===== config.mk =====
export PLATFORM = sky130hd
export DESIGN_NAME = cell_extreme_tracker_core
export DESIGN_NICKNAME = d
export VERILOG_FILES = /design/src/design/cet_pkg.sv /design/src/design/cet_extreme.sv /design/src/design/cell_extreme_tracker_core.sv
export SDC_FILE = /design/constraint.sdc
export NUM_CORES = 1
export LEC_CHECK = 0
export BUFFER_PORTS_ARGS = -buffer_cell sky130_fd_sc_hd__buf_2
export CORE_ASPECT_RATIO = 0.6
export CORE_MARGIN = 4
export CORE_UTILIZATION = 47
export CTS_CLUSTER_SIZE = 10
export DETAILED_ROUTE_END_ITERATION = 6
export PLACE_DENSITY = 0.64
export SYNTH_ARGS = -nofsm -noshare
export SYNTH_HDL_FRONTEND = slang
export SYNTH_SLANG_ARGS = --single-unit

===== constraint.sdc =====
create_clock -name clk -period 16.7 [get_ports clk]
set_clock_uncertainty 0.05 [all_clocks]
set_input_delay 3.34 -clock clk [delete_from_list [all_inputs] [get_ports clk]]
set_output_delay 3.34 -clock clk [all_outputs]
set_load 0.02 [all_outputs]

===== src/design/cet_pkg.sv =====
// shared types and constants for the cell extreme tracker
package cet_pkg;

	// sample kinds
	localparam logic KIND_VOLT = 1'b0;
	localparam logic KIND_TEMP = 1'b1;

	// field widths
	localparam int unsigned VALUE_W = 16;
	localparam int unsigned LOC_W   = 6;
	localparam int unsigned TOTAL_W = 28;

	// reports for a frame that received no sample
	localparam logic [VALUE_W-1:0] VOLT_EMPTY_LOW  = 16'hFFFF;
	localparam logic [VALUE_W-1:0] VOLT_EMPTY_HIGH = 16'h0000;
	localparam logic [VALUE_W-1:0] TEMP_EMPTY_LOW  = 16'h7FFF;
	localparam logic [VALUE_W-1:0] TEMP_EMPTY_HIGH = 16'h8000;

	// voltage total saturates at 4096 * 65535
	localparam logic [TOTAL_W:0] SUM_LIMIT = 29'd268431360;

	// one sample as it leaves the input register
	typedef struct packed {
		logic               kind;
		logic [LOC_W-1:0]   board;
		logic [LOC_W-1:0]   cell_num;
		logic [VALUE_W-1:0] value;
		logic               last;
	} sample_t;

	// control for one processing step
	typedef struct packed {
		logic fire;   // sample leaves the input register this cycle
		logic take;   // location in range, sample enters its frame
	} step_t;

	// extremes of a finished frame
	typedef struct packed {
		logic [VALUE_W-1:0] low_value;
		logic [LOC_W-1:0]   low_board;
		logic [LOC_W-1:0]   low_cell;
		logic [VALUE_W-1:0] high_value;
		logic [LOC_W-1:0]   high_board;
		logic [LOC_W-1:0]   high_cell;
	} report_t;

endpackage


===== src/design/cet_extreme.sv =====
// per-kind running minimum and maximum with their locations
module cet_extreme (
	input  logic            clk,
	input  logic            arst_n,
	input  cet_pkg::sample_t sample,
	input  cet_pkg::step_t   step,
	output cet_pkg::report_t report
);
	import cet_pkg::*;

	logic                 open_q      [2];
	logic [VALUE_W-1:0]   low_val_q   [2];
	logic [2*LOC_W-1:0]   low_place_q [2];
	logic [VALUE_W-1:0]   high_val_q  [2];
	logic [2*LOC_W-1:0]   high_place_q[2];

	logic                 cur_open;
	logic [VALUE_W-1:0]   cur_low, cur_high;
	logic [2*LOC_W-1:0]   cur_low_place, cur_high_place;
	logic [2*LOC_W-1:0]   place;
	logic [VALUE_W-1:0]   nxt_low, nxt_high;
	logic [2*LOC_W-1:0]   nxt_low_place, nxt_high_place;
	logic                 nxt_open;
	logic                 new_low, new_high;

	// strict less-than, sign bit flipped for temperatures
	function automatic logic below(input logic kind, input logic [VALUE_W-1:0] a,
			input logic [VALUE_W-1:0] b);
		return {a[VALUE_W-1] ^ kind, a[VALUE_W-2:0]} < {b[VALUE_W-1] ^ kind, b[VALUE_W-2:0]};
	endfunction

	// read the frame of this sample's kind
	always_comb begin
		cur_open       = open_q[sample.kind];
		cur_low        = low_val_q[sample.kind];
		cur_high       = high_val_q[sample.kind];
		cur_low_place  = low_place_q[sample.kind];
		cur_high_place = high_place_q[sample.kind];
		place          = {sample.board, sample.cell_num};
	end

	// compare and update
	always_comb begin
		new_low        = !cur_open || below(sample.kind, sample.value, cur_low);
		new_high       = !cur_open || below(sample.kind, cur_high, sample.value);
		nxt_open       = cur_open || step.take;
		nxt_low        = cur_low;
		nxt_low_place  = cur_low_place;
		nxt_high       = cur_high;
		nxt_high_place = cur_high_place;
		if (step.take && new_low) begin
			nxt_low       = sample.value;
			nxt_low_place = place;
		end
		if (step.take && new_high) begin
			nxt_high       = sample.value;
			nxt_high_place = place;
		end
	end

	// report including the current sample
	always_comb begin
		if (nxt_open) begin
			report.low_value  = nxt_low;
			report.low_board  = nxt_low_place[2*LOC_W-1:LOC_W];
			report.low_cell   = nxt_low_place[LOC_W-1:0];
			report.high_value = nxt_high;
			report.high_board = nxt_high_place[2*LOC_W-1:LOC_W];
			report.high_cell  = nxt_high_place[LOC_W-1:0];
		end else begin
			report.low_value  = (sample.kind == KIND_TEMP) ? TEMP_EMPTY_LOW : VOLT_EMPTY_LOW;
			report.low_board  = '0;
			report.low_cell   = '0;
			report.high_value = (sample.kind == KIND_TEMP) ? TEMP_EMPTY_HIGH : VOLT_EMPTY_HIGH;
			report.high_board = '0;
			report.high_cell  = '0;
		end
	end

	// frame open flags, closed by the last sample
	always_ff @(posedge clk or negedge arst_n) begin
		if (!arst_n) begin
			open_q[0] <= 1'b0;
			open_q[1] <= 1'b0;
		end else if (step.fire) begin
			open_q[sample.kind] <= nxt_open && !sample.last;
		end
	end

	// extreme values and places
	always_ff @(posedge clk) begin
		if (step.fire && step.take) begin
			low_val_q[sample.kind]    <= nxt_low;
			low_place_q[sample.kind]  <= nxt_low_place;
			high_val_q[sample.kind]   <= nxt_high;
			high_place_q[sample.kind] <= nxt_high_place;
		end
	end

endmodule


===== src/design/cell_extreme_tracker_core.sv =====
// Cell extreme tracker: takes one cell sample per cycle and keeps, separately for voltage
// and temperature, the lowest and highest value with its board and cell (earliest sample
// wins a tie), plus a saturating voltage sum. A sample with tlast closes its kind's frame
// and yields one result via the input register and the result register. Throughput is
// one sample every cycle; the only loop is the compare-and-select on the held extremes.
// Samples whose board or cell lies beyond the configured counts are ignored except for
// their tlast. The input stalls only while a frame result waits on a stalled output.
module cell_extreme_tracker_core #(
	parameter int unsigned BOARD_COUNT        = 16,
	parameter int unsigned VOLT_CHANNELS      = 16,
	parameter int unsigned TEMP_CHANNEL_COUNT = 16
) (
	input  logic        clk,
	input  logic        arst_n,
	input  logic        s_axis_tvalid,
	output logic        s_axis_tready,
	// board_number[5:0], cell_number[11:6], sample_value[27:12], zero pad[31:28]
	input  logic [31:0] s_axis_tdata,
	input  logic        s_axis_tlast,
	// sample_kind
	input  logic        s_axis_tuser,
	output logic        m_axis_tvalid,
	input  logic        m_axis_tready,
	// lowest_value[15:0], lowest_board[21:16], lowest_cell[27:22],
	// highest_value[43:28], highest_board[49:44], highest_cell[55:50],
	// voltage_total[83:56], zero pad[87:84]
	output logic [87:0] m_axis_tdata,
	// result_kind
	output logic        m_axis_tuser
);
	import cet_pkg::*;

	logic               s1_valid_s1;
	sample_t            sample_s1;
	step_t              step;
	report_t            report;
	logic               in_range;
	logic [LOC_W:0]     cell_limit;
	logic [TOTAL_W-1:0] sum_q;
	logic [TOTAL_W:0]   sum_add;
	logic [TOTAL_W-1:0] sum_nxt;
	logic               out_valid_q;
	logic               out_kind_q;
	report_t            out_report_q;
	logic [TOTAL_W-1:0] out_total_q;

	// input register advances unless it holds a last sample while a result is blocked at the output
	always_comb begin
		step.fire     = s1_valid_s1 && (!sample_s1.last || !out_valid_q || m_axis_tready);
		step.take     = in_range;
		s_axis_tready = !s1_valid_s1 || step.fire;
	end

	// input register
	always_ff @(posedge clk or negedge arst_n) begin
		if (!arst_n) begin
			s1_valid_s1 <= 1'b0;
		end else if (s_axis_tready) begin
			s1_valid_s1 <= s_axis_tvalid;
		end
	end

	always_ff @(posedge clk) begin
		if (s_axis_tvalid && s_axis_tready) begin
			sample_s1.kind     <= s_axis_tuser;
			sample_s1.board    <= s_axis_tdata[5:0];
			sample_s1.cell_num <= s_axis_tdata[11:6];
			sample_s1.value    <= s_axis_tdata[27:12];
			sample_s1.last     <= s_axis_tlast;
		end
	end

	// location range check
	always_comb begin
		cell_limit = (sample_s1.kind == KIND_TEMP) ? (LOC_W+1)'(TEMP_CHANNEL_COUNT)
		                                           : (LOC_W+1)'(VOLT_CHANNELS);
		in_range   = ({1'b0, sample_s1.board} < (LOC_W+1)'(BOARD_COUNT)) &&
		             ({1'b0, sample_s1.cell_num} < cell_limit);
	end

	cet_extreme u_extreme (
		.clk    (clk),
		.arst_n (arst_n),
		.sample (sample_s1),
		.step   (step),
		.report (report)
	);

	// saturating voltage sum
	always_comb begin
		sum_add = {1'b0, sum_q} + {{(TOTAL_W+1-VALUE_W){1'b0}}, sample_s1.value};
		sum_nxt = sum_q;
		if (sample_s1.kind == KIND_VOLT && step.take) begin
			sum_nxt = (sum_add > SUM_LIMIT) ? SUM_LIMIT[TOTAL_W-1:0] : sum_add[TOTAL_W-1:0];
		end
	end

	always_ff @(posedge clk or negedge arst_n) begin
		if (!arst_n) begin
			sum_q <= '0;
		end else if (step.fire && sample_s1.kind == KIND_VOLT) begin
			sum_q <= sample_s1.last ? '0 : sum_nxt;
		end
	end

	// result register
	always_ff @(posedge clk or negedge arst_n) begin
		if (!arst_n) begin
			out_valid_q <= 1'b0;
		end else if (step.fire && sample_s1.last) begin
			out_valid_q <= 1'b1;
		end else if (m_axis_tready) begin
			out_valid_q <= 1'b0;
		end
	end

	always_ff @(posedge clk) begin
		if (step.fire && sample_s1.last) begin
			out_kind_q   <= sample_s1.kind;
			out_report_q <= report;
			out_total_q  <= (sample_s1.kind == KIND_VOLT) ? sum_nxt : '0;
		end
	end

	// output transfer
	assign m_axis_tvalid = out_valid_q;
	assign m_axis_tuser  = out_kind_q;
	assign m_axis_tdata  = {4'b0000, out_total_q,
	                        out_report_q.high_cell, out_report_q.high_board,
	                        out_report_q.high_value,
	                        out_report_q.low_cell, out_report_q.low_board,
	                        out_report_q.low_value};

`ifndef SYNTHESIS
	// the input register only holds while a result is blocked
	a_hold_reason: assert property (@(posedge clk) disable iff (!arst_n)
		s1_valid_s1 && !step.fire |-> out_valid_q && !m_axis_tready && sample_s1.last)
		else $error("input register held without a blocked result");

	// closing a voltage frame clears the sum
	a_sum_clear: assert property (@(posedge clk) disable iff (!arst_n)
		step.fire && sample_s1.last && sample_s1.kind == KIND_VOLT |=> sum_q == '0)
		else $error("voltage sum not cleared after frame close");

	// the sum never passes its saturation bound
	a_sum_bound: assert property (@(posedge clk) disable iff (!arst_n)
		{1'b0, sum_q} <= SUM_LIMIT)
		else $error("voltage sum above saturation bound");

	// temperature results carry no voltage total
	a_temp_total: assert property (@(posedge clk) disable iff (!arst_n)
		out_valid_q && out_kind_q == KIND_TEMP |-> out_total_q == '0)
		else $error("temperature result with nonzero voltage total");
`endif

endmodule


== After elaboration in Yosys (flattened, before gate mapping) ==
Memory sizes are Yosys's and may differ from the RTL's. A register that Yosys moved wholly into a read port is not among the register bits.
Index checks and enable logic that the tools add are counted.
Cells by class
  bitwise operators: 5
  reductions and logical operators: 22
  $lt $le $gt $ge: 7
  muxes and demuxes: 24
  add/subtract/negate cells: 1
Operator list (count)
  28-bit 2-to-1 mux: 3
  16-bit 2-to-1 mux: 4
  56-bit 2-to-1 mux: 1
  16-bit < comparator: 2
  28-bit by 16-bit adder with 29-bit output: 1
  29-bit by 28-bit > comparator with 1-bit output, second input constant: 1
  12-bit 2-to-1 mux: 2
  6-bit by 5-bit < comparator with 1-bit output, second input constant: 2
  1-bit 2-to-1 mux: 12
  1-bit logical AND: 11
  1-bit logical OR: 6
  1-bit zero test: 4
  1-bit XOR: 3
  2-bit bitwise mux: 1
  2-bit greater-or-equal comparator, second input constant: 1
  2-bit by 1-bit < comparator with 1-bit output, second input constant: 1
  1-bit NOT with 2-bit output: 1
  2-bit nonzero test: 1
  1-bit demux with 1-bit select: 1
  1-bit NOT: 1
Storage, ports and cells
  logic and storage cells: 81
  register bits after elaboration: 147
  input port bits: 38
  memory bits (writable): 112
  output and inout port bits: 91
  memories: 4
Memory list
  u_extreme.high_val_q: depth 2, width 16, rd ports 1, clocked after memory_dff 1, wr ports 1, line cet_extreme.sv:14  | logic [VALUE_W-1:0] high_val_q [2];
  u_extreme.low_val_q: depth 2, width 16, rd ports 1, clocked after memory_dff 1, wr ports 1, line cet_extreme.sv:12  | logic [VALUE_W-1:0] low_val_q [2];
  u_extreme.high_place_q: depth 2, width 12, rd ports 1, clocked after memory_dff 1, wr ports 1, line cet_extreme.sv:15  | logic [2*LOC_W-1:0] high_place_q[2];
  u_extreme.low_place_q: depth 2, width 12, rd ports 1, clocked after memory_dff 1, wr ports 1, line cet_extreme.sv:13  | logic [2*LOC_W-1:0] low_place_q [2];

== Logic depth before layout (Yosys ltp) ==
Gate-level depths: netlist of the first run.
  depth after elaboration: 9
  mapped depth: 15
  depth with buffers taken out: 11

== By module ==
A second synthesis of the first run with hierarchy kept.
Unflattened totals
  cell total of the unflattened synthesis: 935
  area total of the unflattened synthesis: 12645.9 um^2
Modules (own cells, without submodules)
  cell_extreme_tracker_core: cells an instance 488, times used 1, area an instance 6540.0 um^2, seq. area each 4204.0 um^2
  cet_extreme: cells an instance 447, times used 1, area an instance 6105.9 um^2, seq. area each 3413.3 um^2

== Least setup slack after synthesis of the first run ==
OpenSTA, ideal clock, no wires.
  path kind: input-to-reg
  start point: input m_axis_tready
  end point: register u_extreme.open_q[1] (netlist bit)
  data required time: 16569 ps
  arrival: 7835 ps
  cell stages on the path: 4
  buffers on the path: 0
  library setup time: 81 ps
  path slack: 8734 ps
  path through: nand3b_1 > nand2_1 > nor3_1 > o22a_1
On the way
  word-level cells in the longest chain between the ends: 2
Ends and longest elaborated chain
  start: declaration: line cell_extreme_tracker_core.sv:23  | input logic m_axis_tready,
  1-bit logical OR: line cell_extreme_tracker_core.sv:49  | step.fire = s1_valid_s1 && (!sample_s1.last || !out_valid_q || m_axis_tready);
  1-bit logical AND: line cell_extreme_tracker_core.sv:49
  end signal: indexed assignment: line cet_extreme.sv:86  | open_q[sample.kind] <= nxt_open && !sample.last;
  end: declaration: line cet_extreme.sv:11  | logic open_q [2];
No other way between the ends.
A chain may end at the register's enable or synchronous reset.

== Worst setup path after layout of the first run ==
  start point: input m_axis_tready
  end point: output s_axis_tready
On the way
  word-level cells in the longest chain between the ends: 3
Ends and longest elaborated chain
  1-bit logical OR: line cell_extreme_tracker_core.sv:49
  1-bit logical AND: line cell_extreme_tracker_core.sv:49
  1-bit logical OR: line cell_extreme_tracker_core.sv:51  | s_axis_tready = !s1_valid_s1 || step.fire;
  end: declaration: line cell_extreme_tracker_core.sv:16  | output logic s_axis_tready,
No other way between the ends.

==> flow_summary.toml, run 1 <==
[outcome]
outcome = "finished, final reports clean"

[die]
num_rows = 46
start_util = 0.4790
die_h_um = 135.2
die_width_um = 220.1
core_um2 = 26480
die-area_um2 = 29760
ios = 129

[pwr]
internal_power_w = 0.001143
ir_drop_v = 0.00007620
pwr-share-clk = 0.402
switching_share = 0.2433
combPwrFrac = 0.102
seqPwrFrac = 0.496
p_leak_nw = 5.386
powerDensity_nw_per_um2 = 104.2
finalPower_w = 0.001511
p_sw_w = 0.0003676

[min_path]
hold_depth = 2
hp-start = "sum_q[4]"
hp-class = "register to register"
hold_end = "sum_q[4]"

[routing]
wl_met2_mm = 12.28
dr_wl_met3_mm = 2.524
wl_per_cell_um = 20.95
num_vias = 8659
drtAntennaViolNets = 0
dr.pass1.iters = 5
routed.top_layer = "met4"
dr.first_iter.drc_count = 988
wl_met1_mm = 16.07
wl_mm = 31.27
drc = 0
vias_per_cell = 5.800

[yosys]
synthTopCellsByArea = "edfxtp_1 (54%), dfrtp_1 (6.3%), ha_1 (4.5%)"
synth_common_cells = "edfxtp_1 (227), nor2_1 (84), a21oi_1 (74)"
synthDominantCellAreaShare = 0.5375
synth_edf_count = 227
synth_most_common_cell = "edfxtp_1"
yosysSeqAreaShare = 0.6023
synth_area_per_cell_um2 = 12.69
synth.largest_area_cell = "edfxtp_1"
post_synth_inst_count = 999
ys_warn_count = 0
async_flop_share = 0.1231
synth.distinct_cells = 69
ys_ff_latch = 260
syn-cell-area_um2 = 12680
synth_ff_type = "edfxtp_1"

[timing]
finalHoldViolCount = 0
relSlewSlack = 0.3692
rsz0062_at_grt = "no"
tightest_slew_ns = 0.9461
post-route-period-util = 0.4336
fmax_ghz = 0.1381
setup_viol = 0
period_needed_ns = 7.241
slew_viol_final = 0
fin_tns_setup_ns = 0

[worst_setup_path]
reg2reg_slack_ns = 11.66
crit_type = "primary input to output pin"
ff2ff_path_depth = 13
cp-end-kind = "output pin"
worstPathRequired_ns = 13.31
critPathArrivalTime_ns = 3.85
crit_path_start_kind = "primary input"
worst_r2r_endpoint = "u_extreme.high_place_q[1][2]"
cp_max_fo = 3

[grt]
grt_max_degree = 68
grt_pass1_vias = 8071
grt_pass1_wl_mm = 48.13
grt_overflow = 0
track_usage = 0.2084
antenna_found_initial = 0

[clock_tree]
cts.path.max_buffers = 3
cts_buffers = 30
cts_hold_buf = 0
cts_resized = 0
cts-root-buf = "clkbuf_16"
cts_tree = "built"
cts_max_level = 1
clock_sinks = 260
insertion_delay_ns = 0.56
post_cts_buffers = 0
clk_pin_slew_ns = 0.06

[cells_and_area]
synthToLayoutAreaGrowth_pct = 14.37
instances_no_fill = 1493
drive_gt1_frac = 0.2145
antenna_cells = 0
final_net_count = 1194
final_area_um2 = 14500

[place]
place_congestion = 0.9272
port_buffers = 120
placed_area_um2 = 13600
hpwlAfterDp_mm = 20.69
place_inst = 1437

[flow_run]
maxCapViolCount = 0
==> worst max-delay path: stages <==
cell and delay [ns]:
buf_2 0.11, nand4b_1 0.21, buf_2 0.19
==> flip-flops by register name (all words and copies together) (netlist names), named ones only <==
| name | count |
|---|---|
| m_axis_tdata | 56 |
| u_extreme.high_val_q | 32 |
| u_extreme.low_val_q | 32 |
| sample_s1 | 30 |
| out_total_q | 28 |
| sum_q | 28 |
| u_extreme.high_place_q | 24 |
| u_extreme.low_place_q | 24 |
| u_extreme.open_q | 2 |
| m_axis_tuser | 1 |
| m_axis_tvalid | 1 |
| s1_valid_s1 | 1 |
==> worst max-delay path by stage <==
stage / start / to / slack [ns]
floorplan: m_axis_tready / u_extreme.open_q[1] / 8.73
global placement: m_axis_tready / s_axis_tready / 9.47
detailed placement: m_axis_tready / s_axis_tready / 9.46
CTS: m_axis_tready / s_axis_tready / 9.45
global route: m_axis_tready / s_axis_tready / 9.38
finish: m_axis_tready / s_axis_tready / 9.46
==> per-layer routing <==
layer	vias up	track usage
met4	0	0.03451
met5	-	0
li1	4082	-
met1	4200	0.3570
met2	344	0.2691
met3	33	0.04303
==> through the flow <==
step	hold slack [ns]	utilization	setup WS, ns
detailed placement	0.4521	0.5138	9.462
CTS	0.4656	0.5478	9.455
global placement	0.4434	0.5138	9.468
finish	0.4626	0.5478	9.459
floorplan	0.3744	-	8.734
global route	0.4780	0.5478	9.381
==> logic make-up after synthesis <==
family,share of synthesized area
flops,0.6023
compound gates,0.1437
simple gates,0.08890
buf+inv,0.03108
mux,0.07173
fa+ha+maj,0.04697
xor+xnor,0.01510
other cells,0.0002957
==> power groups by stage <==
| stage | Sequential (W) | Combinational, W | Clock, W |
|---|---|---|---|
| 2_1_floorplan | 0.000770 | 0.0000931 | 0 |
| 3_3_place_gp | 0.000762 | 0.000151 | 0 |
| 3_5_place_dp | 0.000762 | 0.000153 | 0 |
| 4_1_cts | 0.000749 | 0.000154 | 0.000619 |
| 5_1_grt | 0.000751 | 0.000169 | 0.000652 |
| 6_report | 0.000749 | 0.000154 | 0.000608 |
==> cell usage in the layout, fill, tap and decap left out, types with 9 or more instances in the layout <==
cell and count:
a21oi_1 74, a32o_1 21, buf_2 120, nand3b_1 13
xnor2_1 16, o21ai_0 48, o21a_1 9, edfxtp_1 227
a21o_1 16, and3_1 9, inv_1 29, o2bb2ai_1 10
ha_1 46, o41ai_1 12, nand2_1 43, nand3_1 29
clkbuf_1 22, nor3_1 15, mux2i_1 38, nor2_1 83
mux2_2 47, dfrtp_1 32, clkbuf_16 30, a211oi_1 14
buf_4 15
==> layout make-up <==
cell class | count | area (um^2)
fillers | 2244 | 11970
inverters | 31 | 117.6
flip-flops and latches | 260 | 7639
clock buffers | 53 | 847.1
multi-input cells | 651 | 4684
clock inverters | 3 | 51.30
well taps | 360 | 450.4
repair buffers | 135 | 713.2
Note: power is estimated with default switching activity, not from simulation.
==> inputs of run 2 (changes only) <==
==> constraint.sdc (replaced) <==
create_clock -name clk -period 6.9 [get_ports clk]
set_clock_uncertainty 0.05 [all_clocks]
set_input_delay 1.38 -clock clk [delete_from_list [all_inputs] [get_ports clk]]
set_output_delay 1.38 -clock clk [all_outputs]
set_load 0.02 [all_outputs]
==> flow_summary.toml, run 2 (synthesis gave the netlist of run 1 again) <==
[cells_and_area]
antenna_cells = 0
drive_gt1_frac = 0.2159
instances_no_fill = 1495
regArea_um2 = 7639
fillCellCount = 2253
final_common_cell = "edfxtp_1"
final_net_count = 1196
synthToLayoutAreaGrowth_pct = 14.48
largest_register_ffs = 56
layout_common_cells = "edfxtp_1 (227), buf_2 (120), nor2_1 (83), a21oi_1 (74), o21ai_0 (48)"
multi_input_area_um2 = 4684

[clock_tree]
cts_tree = "built"
insertion_delay_ns = 0.56
cts_hold_buf = 0
cts_max_level = 1
cts-root-buf = "clkbuf_16"
clk_pin_slew_ns = 0.06
cts_buffers = 30
cts_resized = 0
post_cts_buffers = 0
cts.path.max_buffers = 3
clock_sinks = 260

[place]
hpwlAfterDp_mm = 20.83
place_inst = 1439
port_buffers = 120
place_congestion = 0.9348
dpl_worst_slack_ns = 2.130

[timing]
setup_viol = 0
slew_viol_final = 0
fmax_ghz = 0.2021
period_needed_ns = 4.948
post-route-period-util = 0.7172
tightest_slew_ns = 0.9936
relSlewSlack = 0.3376
finalHoldViolCount = 0
fin_tns_setup_ns = 0
fin_hold_ws_ns = 0.4643
rsz0062_at_grt = "no"
worst_slack_ns = 1.952

[die]
start_util = 0.4790
ios = 129
num_rows = 46
die-area_um2 = 29760
die_width_um = 220.1
core_um2 = 26480
die_h_um = 135.2

[grt]
track_usage = 0.2091
antenna_found_initial = 1
grt_pass1_wl_mm = 48.38
grt_pass1_vias = 8290
grt_max_degree = 62
grt_overflow = 0

[worst_setup_path]
critPathSlowestCell = "nor2b_2"
crit_top_cell = "a221oi_2"
crit_chain = "ha_1 > fa_1 > a21o_1 > a221oi_2 > o21ai_0 > a221oi_2 > xor2_1 > nor4_1 > nand4_1 > nor2b_2 > buf_4 > o41ai_1"
critPathArrivalTime_ns = 5.15
crit_path_start_kind = "register"
worstPathRequired_ns = 7.11
cp_max_fo = 20
crit_path_max_incr_delay_ns = 0.71
crit_type = "register to register"
cp-end-kind = "register"

[flow_run]
maxCapViolCount = 0

[routing]
dr.first_iter.drc_count = 824
wl_mm = 31.54
dr.pass1.iters = 5
vias_per_cell = 5.852
num_vias = 8749
drtAntennaViolNets = 0
drc = 0
wl_per_cell_um = 21.09

[pwr]
ir_drop_v = 0.0002214
powerDensity_nw_per_um2 = 252.2
p_leak_nw = 5.395

[outcome]
outcome = "finished, final reports clean"

[min_path]
hp-class = "register to register"
==> run 2: path summary, 6_finish.rpt <==
check | cells past startpoint | to | start | slack [ns]
setup / recovery | 12 | out_total_q[10] | sample_s1[1] | 1.95
hold / removal | 2 | sum_q[5] | sum_q[5] | 0.46
setup reg to reg | 12 | out_total_q[10] | sample_s1[1] | 1.95
hold reg to reg | 2 | sum_q[5] | sum_q[5] | 0.46
max in group asynchronous | 1 | sum_q[10] | arst_n | 5.28
min in group asynchronous | 1 | sum_q[22] | arst_n | 0.91
==> run 2: per-layer routing <==
metal  GRT usage  share of wire  vias to the layer above
met3     0.05110          0.087                       45
met4     0.04949          0.020                        2
met1      0.3435           0.50                     4236
met5           0        0.00035                        -
met2      0.2735           0.39                      380
li1            -              -                     4086
==> run 2: stage by stage <==
stage | utilization | power [W] | instance area (um^2)
after floorplan | - | 0.002089 | 12690
after global placement | 0.5144 | 0.002212 | 13620
final | 0.5483 | 0.003662 | 14520
after detailed placement | 0.5144 | 0.002217 | 13620
after CTS | 0.5483 | 0.003690 | 14520
after global routing | 0.5483 | 0.003804 | 14520
==> run 2: cell type report <==
| type | instances | area share |
|---|---|---|
| clock inverter | 3 | 0.003534 |
| clock buffer | 53 | 0.05835 |
| tap | 360 | 0.03103 |
| sequential | 260 | 0.5262 |
| multi-input combinational | 651 | 0.3227 |
| timing repair buffer | 137 | 0.05016 |
| inverter | 31 | 0.008101 |
==> run 2: where the power goes <==
| part | internal (W) | switching, W | total, W |
|---|---|---|---|
| registers | 0.00178 | 0.0000406 | 0.00182 |
| clock network | 0.000861 | 0.000610 | 0.00147 |
| logic | 0.000133 | 0.000242 | 0.000375 |
==> run 2: critical path, delay by kind of cell (launching register included) <==
kind	cells	cell delay, ns
fa+ha+maj	2	0.72
buf+inv	1	0.38
flops	1	0.51
compound gates	5	1.38
xor+xnor	1	0.18
simple gates	3	1.39
